`src/rtl/ple_pkg.sv`:
```
package ple_pkg;

  typedef enum logic [2:0] {
    KIND_INSERT = 3'd0,
    KIND_REMOVE = 3'd1,
    KIND_SET    = 3'd2,
    KIND_GET    = 3'd3,
    KIND_CLEAR  = 3'd4
  } kind_t;

  typedef enum logic [1:0] {
    ST_OK      = 2'd0,
    ST_BAD_POS = 2'd1,
    ST_FULL    = 2'd2
  } status_t;

  localparam int IN_VALUE_W  = 32;
  localparam int OUT_VALUE_W = 32;
  // wide enough to sign-extend the input value to a storage width of up to 96 bits
  localparam int EXT_W       = 96;

endpackage

```
`src/rtl/positional_list_engine_top.sv`:
```
// Set, clear, unused kinds and refused operations go from accept straight to S_FIN.
// Get passes through S_GET; insert walks S_UP and then S_INS_WR when it shifts.
// Remove walks S_DN when it shifts; one RAM entry moves per cycle.
// in_ready is high only while idle, so a new item waits until the last result is loaded.
// Synchronous active-low reset empties the list; RAM contents are not cleared.
module positional_list_engine_top #(
  parameter int CAPACITY    = 64,
  parameter int VALUE_WIDTH = 32
) (
  input  logic                                       clk,
  input  logic                                       rst_n,
  input  logic                                       in_valid,
  output logic                                       in_ready,
  input  logic [2:0]                                 in_kind,
  input  logic [$clog2(CAPACITY+1)-1:0]              in_position,
  input  logic signed [ple_pkg::IN_VALUE_W-1:0]      in_value,
  output logic                                       out_valid,
  input  logic                                       out_ready,
  output logic signed [ple_pkg::OUT_VALUE_W-1:0]     out_read_value,
  output logic [1:0]                                 out_status,
  output logic [$clog2(CAPACITY+1)-1:0]              out_count,
  output logic                                       out_is_empty
);

  localparam int POS_W  = $clog2(CAPACITY + 1);
  localparam int ADDR_W = $clog2(CAPACITY);

  typedef enum logic [5:0] {
    S_IDLE   = 6'b000001,
    S_UP     = 6'b000010,
    S_INS_WR = 6'b000100,
    S_DN     = 6'b001000,
    S_GET    = 6'b010000,
    S_FIN    = 6'b100000
  } state_t;

  state_t                       state_r, state_nxt;
  logic [POS_W-1:0]             count_r, count_nxt;
  logic [ADDR_W-1:0]            ptr_r, ptr_nxt;
  logic [ADDR_W-1:0]            dst_r, dst_nxt;
  logic [ADDR_W-1:0]            pos_r, pos_nxt;
  logic [VALUE_WIDTH-1:0]       val_r, val_nxt;
  logic [ple_pkg::OUT_VALUE_W-1:0] res_rd_r, res_rd_nxt;
  ple_pkg::status_t             res_status_r, res_status_nxt;

  logic                         out_valid_r;
  logic [ple_pkg::OUT_VALUE_W-1:0] out_rd_r;
  ple_pkg::status_t             out_status_r;
  logic [POS_W-1:0]             out_count_r;

  logic [ple_pkg::EXT_W-1:0]    in_ext;
  logic [ple_pkg::EXT_W-1:0]    rd_ext;
  logic [VALUE_WIDTH-1:0]       in_val_w;
  ple_pkg::kind_t               kind_w;
  logic                         accept;
  logic                         load_out;

  // shared index unit
  logic [POS_W-1:0]             step_opnd;
  logic                         step_dec;
  logic [POS_W-1:0]             step_sum;

  logic                         ram_we;
  logic [ADDR_W-1:0]            ram_waddr;
  logic [VALUE_WIDTH-1:0]       ram_wdata;
  logic [ADDR_W-1:0]            ram_raddr;
  logic [VALUE_WIDTH-1:0]       ram_rdata;

  assign in_ext   = {{(ple_pkg::EXT_W - ple_pkg::IN_VALUE_W){in_value[ple_pkg::IN_VALUE_W-1]}},
                     in_value};
  assign in_val_w = in_ext[VALUE_WIDTH-1:0];
  assign rd_ext   = {{(ple_pkg::EXT_W - VALUE_WIDTH){1'b0}}, ram_rdata};
  assign kind_w   = ple_pkg::kind_t'(in_kind);

  assign in_ready = state_r[0];
  assign accept   = in_valid && in_ready;
  assign load_out = (state_r == S_FIN) && (!out_valid_r || out_ready);

  always_comb begin
    step_dec  = (state_r == S_UP) || ((state_r == S_IDLE) && (kind_w == ple_pkg::KIND_INSERT));
    step_opnd = POS_W'(ptr_r);
    if (state_r == S_IDLE) begin
      step_opnd = (kind_w == ple_pkg::KIND_INSERT) ? count_r : in_position;
    end
    step_sum = step_dec ? step_opnd - POS_W'(1) : step_opnd + POS_W'(1);
  end

  always_comb begin
    state_nxt      = state_r;
    count_nxt      = count_r;
    ptr_nxt        = ptr_r;
    dst_nxt        = dst_r;
    pos_nxt        = pos_r;
    val_nxt        = val_r;
    res_rd_nxt     = res_rd_r;
    res_status_nxt = res_status_r;
    ram_we         = 1'b0;
    ram_waddr      = dst_r;
    ram_wdata      = ram_rdata;
    ram_raddr      = step_sum[ADDR_W-1:0];

    case (state_r)
      S_IDLE: begin
        if (accept) begin
          res_rd_nxt     = '0;
          res_status_nxt = ple_pkg::ST_OK;
          state_nxt      = S_FIN;
          pos_nxt        = in_position[ADDR_W-1:0];
          val_nxt        = in_val_w;
          case (kind_w)
            ple_pkg::KIND_INSERT: begin
              if (in_position > count_r) begin
                // bad position: no change, result reported with ST_OK
              end else if (count_r == POS_W'(CAPACITY)) begin
                res_status_nxt = ple_pkg::ST_FULL;
              end else if (in_position == count_r) begin
                ram_we    = 1'b1;
                ram_waddr = in_position[ADDR_W-1:0];
                ram_wdata = in_val_w;
                count_nxt = count_r + POS_W'(1);
              end else begin
                ptr_nxt   = step_sum[ADDR_W-1:0];
                dst_nxt   = count_r[ADDR_W-1:0];
                state_nxt = S_UP;
              end
            end
            ple_pkg::KIND_REMOVE: begin
              if (in_position < count_r) begin
                if (step_sum == count_r) begin
                  count_nxt = count_r - POS_W'(1);
                end else begin
                  ptr_nxt   = step_sum[ADDR_W-1:0];
                  dst_nxt   = in_position[ADDR_W-1:0];
                  state_nxt = S_DN;
                end
              end
            end
            ple_pkg::KIND_SET: begin
              if (in_position < count_r) begin
                ram_we    = 1'b1;
                ram_waddr = in_position[ADDR_W-1:0];
                ram_wdata = in_val_w;
              end else begin
                res_status_nxt = ple_pkg::ST_BAD_POS;
              end
            end
            ple_pkg::KIND_GET: begin
              ram_raddr = in_position[ADDR_W-1:0];
              if (in_position < count_r) begin
                state_nxt = S_GET;
              end else begin
                res_status_nxt = ple_pkg::ST_BAD_POS;
              end
            end
            ple_pkg::KIND_CLEAR: begin
              count_nxt = '0;
            end
            default: begin
            end
          endcase
        end
      end
      S_UP: begin
        // move the entry read last cycle one slot up
        ram_we = 1'b1;
        if (ptr_r == pos_r) begin
          state_nxt = S_INS_WR;
        end else begin
          ptr_nxt = step_sum[ADDR_W-1:0];
          dst_nxt = ptr_r;
        end
      end
      S_INS_WR: begin
        ram_we    = 1'b1;
        ram_waddr = pos_r;
        ram_wdata = val_r;
        count_nxt = count_r + POS_W'(1);
        state_nxt = S_FIN;
      end
      S_DN: begin
        // move the entry read last cycle one slot down
        ram_we = 1'b1;
        if (step_sum == count_r) begin
          count_nxt = count_r - POS_W'(1);
          state_nxt = S_FIN;
        end else begin
          ptr_nxt = step_sum[ADDR_W-1:0];
          dst_nxt = ptr_r;
        end
      end
      S_GET: begin
        res_rd_nxt = rd_ext[ple_pkg::OUT_VALUE_W-1:0];
        state_nxt  = S_FIN;
      end
      S_FIN: begin
        if (load_out) begin
          state_nxt = S_IDLE;
        end
      end
      default: begin
        state_nxt = S_IDLE;
      end
    endcase
  end

  always_ff @(posedge clk) begin
    if (!rst_n) begin
      state_r     <= S_IDLE;
      count_r     <= '0;
      out_valid_r <= 1'b0;
    end else begin
      state_r <= state_nxt;
      count_r <= count_nxt;
      if (load_out) begin
        out_valid_r <= 1'b1;
      end else if (out_ready) begin
        out_valid_r <= 1'b0;
      end
    end
  end

  always_ff @(posedge clk) begin
    ptr_r        <= ptr_nxt;
    dst_r        <= dst_nxt;
    pos_r        <= pos_nxt;
    val_r        <= val_nxt;
    res_rd_r     <= res_rd_nxt;
    res_status_r <= res_status_nxt;
    if (load_out) begin
      out_rd_r     <= res_rd_r;
      out_status_r <= res_status_r;
      out_count_r  <= count_r;
    end
  end

  ple_ram #(
    .WIDTH (VALUE_WIDTH),
    .DEPTH (CAPACITY)
  ) u_ram (
    .clk   (clk),
    .we    (ram_we),
    .waddr (ram_waddr),
    .wdata (ram_wdata),
    .raddr (ram_raddr),
    .rdata (ram_rdata)
  );

  assign out_valid      = out_valid_r;
  assign out_read_value = out_rd_r;
  assign out_status     = out_status_r;
  assign out_count      = out_count_r;
  assign out_is_empty   = (out_count_r == '0);

endmodule

```
`src/rtl/ple_ram.sv`:
```
module ple_ram #(
  parameter int WIDTH = 32,
  parameter int DEPTH = 64
) (
  input  logic                     clk,
  input  logic                     we,
  input  logic [$clog2(DEPTH)-1:0] waddr,
  input  logic [WIDTH-1:0]         wdata,
  input  logic [$clog2(DEPTH)-1:0] raddr,
  output logic [WIDTH-1:0]         rdata
);

  logic [WIDTH-1:0] mem [DEPTH];
  logic [WIDTH-1:0] rdata_r;

  always_ff @(posedge clk) begin
    if (we) begin
      mem[waddr] <= wdata;
    end
    rdata_r <= mem[raddr];
  end

  assign rdata = rdata_r;

endmodule

```
`config.mk`:
```
export PLATFORM = sky130hd
export DESIGN_NAME = positional_list_engine_top
export DESIGN_NICKNAME = d
export VERILOG_FILES = /design/src/rtl/ple_pkg.sv /design/src/rtl/positional_list_engine_top.sv /design/src/rtl/ple_ram.sv
export SDC_FILE = /design/constraint.sdc
export NUM_CORES = 2
export LEC_CHECK = 0
export BUFFER_PORTS_ARGS = -buffer_cell sky130_fd_sc_hd__buf_2
export CAP_MARGIN = 0
export CORE_UTILIZATION = 60
export CTS_CLUSTER_DIAMETER = 200
export DETAILED_ROUTE_END_ITERATION = 10
export PLACE_DENSITY = 0.76
export SKIP_LAST_GASP = 1
export SLEW_MARGIN = 0
export SYNTH_ARGS = -nofsm -noshare
export SYNTH_HDL_FRONTEND = slang
export SYNTH_SLANG_ARGS = --single-unit
```
`constraint.sdc`:
```
create_clock -name clk -period 6.8 [get_ports clk]
set_input_delay 0.68 -clock clk [delete_from_list [all_inputs] [get_ports clk]]
set_output_delay 0.68 -clock clk [all_outputs]
set_load 0.03 [all_outputs]
```
==> results.py <==
metrics = {
    "synth": {
        "synth_ff_type": "edfxtp_1",
        "synth.avg_cell_area_sq_um": 19.5,
        "synthCells": 4567,
        "synth.distinct_cells": 77,
        "synth-warning-count": 0,
        "yosysSeqAreaShare_pct": 74.3,
        "synth_seq_cells": 2219,
        "netlist_area_sq_um": 89000,
        "synthesis.nets": 4627,
        "async_reset_ff_share_pct": 0,
        "synth-edff-count": 2173,
    },
    "clock_tree": {
        "hold_buffers": 12,
        "clk_pin_slew_ns": 0.06,
        "post_cts_resized": 0,
        "cts_tree": "built",
        "postCtsSetupBuffers": 0,
        "clkLatencyLatePin_ns": 0.87,
        "cts_sinks": 2219,
        "cts_root_buffer": "clkbuf_16",
        "clockBufferDepth": 3,
        "cts_buffers": 211,
        "cts.htree.levels": 4,
    },
    "routing": {
        "routed_wl_um": 214000,
        "vias_per_cell": 6.48,
        "vias": 44900,
        "drt_pass1_iterations": 8,
        "drt-wirelength-per-cell_um": 30.9,
        "drtIter0Drc": 4937,
        "drc": 0,
        "ant_nets": 0,
    },
    "place": {
        "placed_area_sq_um": 93200,
        "hpwl_um": 127000,
        "gp_congestion": 0.920,
        "pre_cts_ws_ns": 1.10,
        "port-buffer-count": 89,
        "post-place-cells": 6523,
    },
    "sta": {
        "fmax_mhz": 170,
        "drv_slew": 0,
        "hold_ws_ns": 0.0443,
        "setup_ws_ns": 0.926,
        "setup_viol": 0,
        "hold_violations": 0,
        "clock_skew_ns": 0.0579,
        "fin_crit_sh_pct": 86.4,
        "setup-tns-final_ns": 0,
        "worstMarginPinSlew_ns": 1.42,
        "rsz0062_at_grt": "false",
        "period_needed_ns": 5.87,
        "maxSlewHeadroom_pct": 5.05,
    },
    "die": {
        "die_w_um": 387,
        "ios": 90,
        "start_util_pct": 60.8,
        "die-height_um": 387,
        "dieArea_sq_um": 150000,
        "num_rows": 140,
        "coreArea_sq_um": 146000,
    },
    "power_and_ir_drop": {
        "seqPwrFrac_pct": 40.3,
        "total_power_mw": 44.0,
        "leakagePower_nw": 34.9,
        "combPwrFrac_pct": 33.9,
        "swShare_pct": 33.3,
        "switching_power_mw": 14.7,
        "ir_drop_mv": 0.332,
        "p_int_mw": 29.4,
        "p_clk_share_pct": 25.8,
        "power.density_nw_per_um2": 440,
    },
    "final_layout": {
        "stdcell_count": 6933,
        "final_nets": 4891,
        "layout_commonest_cell": "edfxtp_1",
        "layout-drive-gt1-share_pct": 19.0,
        "fin_area_sq_um": 100000,
        "utilization_pct": 68.3,
        "area_delta_synth_final_pct": 12.3,
        "layout_common_cells": "edfxtp_1 (2173), mux2i_1 (1157), mux4_2 (256)",
    },
    "setup_path": {
        "crit_type": "reg -> reg",
        "critPathArrivalTime_ns": 6.43,
        "slowest_stage": "a222oi_1",
        "cpPeakStageDelay_ns": 1.23,
        "crit_path_end_kind": "flop",
        "required_ns": 7.35,
        "worstPathCellList": "inv_1, ha_1, nor2b_1, o21ai_0, a21oi_1, o311ai_0, a31oi_1, a222oi_1, nand2_1, nor2_4, buf_4",
        "start_kind": "flop",
        "path_max_fanout": 24,
    },
    "global_route": {
        "overflow": 0,
        "grt.total_usage_pct": 28.6,
        "grt_pass1_vias": 44400,
        "grt_first_pass_wirelength_um": 308000,
        "antenna_found_initial": 12,
        "grt_max_degree": 81,
    },
    "job": {
        "max_cap_viol_count": 0,
    },
    "status": {
        "status": "completed",
    },
    "min_path": {
        "hold_class": "in -> reg",
    },
}
==> layout make-up <==
class / count / area [sq um]
tap: 1917 / 2400
antenna: 7 / 17.5
clock buffer: 272 / 5570
clock inverter: 119 / 1090
sequential: 2219 / 66200
fill: 9029 / 46400
inverter: 14 / 52.6
timing repair buffer: 300 / 2530
multi-input combinational: 2085 / 22200
==> flip-flops by register name, indices dropped and copies added, names as in the netlist, 6 cells and up <==
signal,count
u_ram.rdata,32
count_r,7
out_read_value,32
pos_r,6
ptr_r,6
out_count,7
res_rd_r,32
dst_r,6
u_ram.mem,2048
state_r,6
val_r,32
==> cell families after synthesis <==
family / Yosys count / share of synthesized area [%]
compound gates: 274 / 2.17
flops: 2219 / 74.3
simple gates: 357 / 1.97
buf+inv: 263 / 1.53
fa+ha+maj: 14 / 0.197
mux: 1421 / 19.6
xor+xnor: 19 / 0.195
==> power groups by stage <==
stage                     combinational [mW]  clock (mW)  sequential, mW
after floorplan                         9.33           0            17.9
final                                   14.9        11.3            17.8
after CTS                               14.8        11.4            17.7
after global routing                    15.4        12.0            17.7
after detailed placement                14.7           0            18.0
after global placement                  14.5           0            18.0
==> cell usage after synthesis, types with 8 or more instances <==
library cell | instances | area, sq um
buf_4 | 65 | 488
ha_1 | 14 | 175
buf_2 | 92 | 460
xnor2_1 | 12 | 105
a22oi_1 | 65 | 488
nand3_1 | 8 | 40.0
clkbuf_1 | 87 | 327
a31oi_1 | 42 | 263
mux4_2 | 256 | 5770
and2_1 | 37 | 231
a21oi_1 | 58 | 290
nand2_1 | 91 | 342
nor3_1 | 49 | 245
nor2b_1 | 9 | 56.3
o21ai_0 | 20 | 100
a221o_1 | 31 | 310
mux2i_1 | 1159 | 11600
nand2b_1 | 8 | 50.1
edfxtp_1 | 2173 | 65300
inv_1 | 13 | 48.8
dfxtp_1 | 46 | 921
nor2_1 | 105 | 394
==> path summary, 6_finish.rpt <==
kind / startpoint / end / slack (ns) / cells after the start
worst max-delay path: count_r[1]$_SDFFE_PN0P_ / u_ram.mem[28][10]$_DFFE_PP_ / 0.93 / 11
worst min-delay path: in_value[11] / val_r[11]$_DFFE_PP_ / 0.04 / 1
worst max register to register: count_r[1]$_SDFFE_PN0P_ / u_ram.mem[28][10]$_DFFE_PP_ / 0.93 / 11
worst min register to register: res_rd_r[0]$_SDFFCE_PN0P_ / out_read_value[0]$_DFFE_PP_ / 0.42 / 0
==> routing by layer <==
layer,track usage (%),part of all wire (%),vias to the layer above,routed length (um)
met5,0,0.012,-,26
met4,11.0,3.9,4,8260
met3,6.42,9.8,406,21000
met2,45.6,48,2222,102000
met1,39.0,39,23200,82600
li1,-,-,19100,-
==> critical path: cells and delay by family (launching register included) <==
family          cells  cell delay (ns)
compound gates      5             2.30
simple gates        3             1.83
buf+inv             2             0.55
flops               1             0.53
fa+ha+maj           1             0.33
No activity file was read; power rests on OpenSTA's default activity.
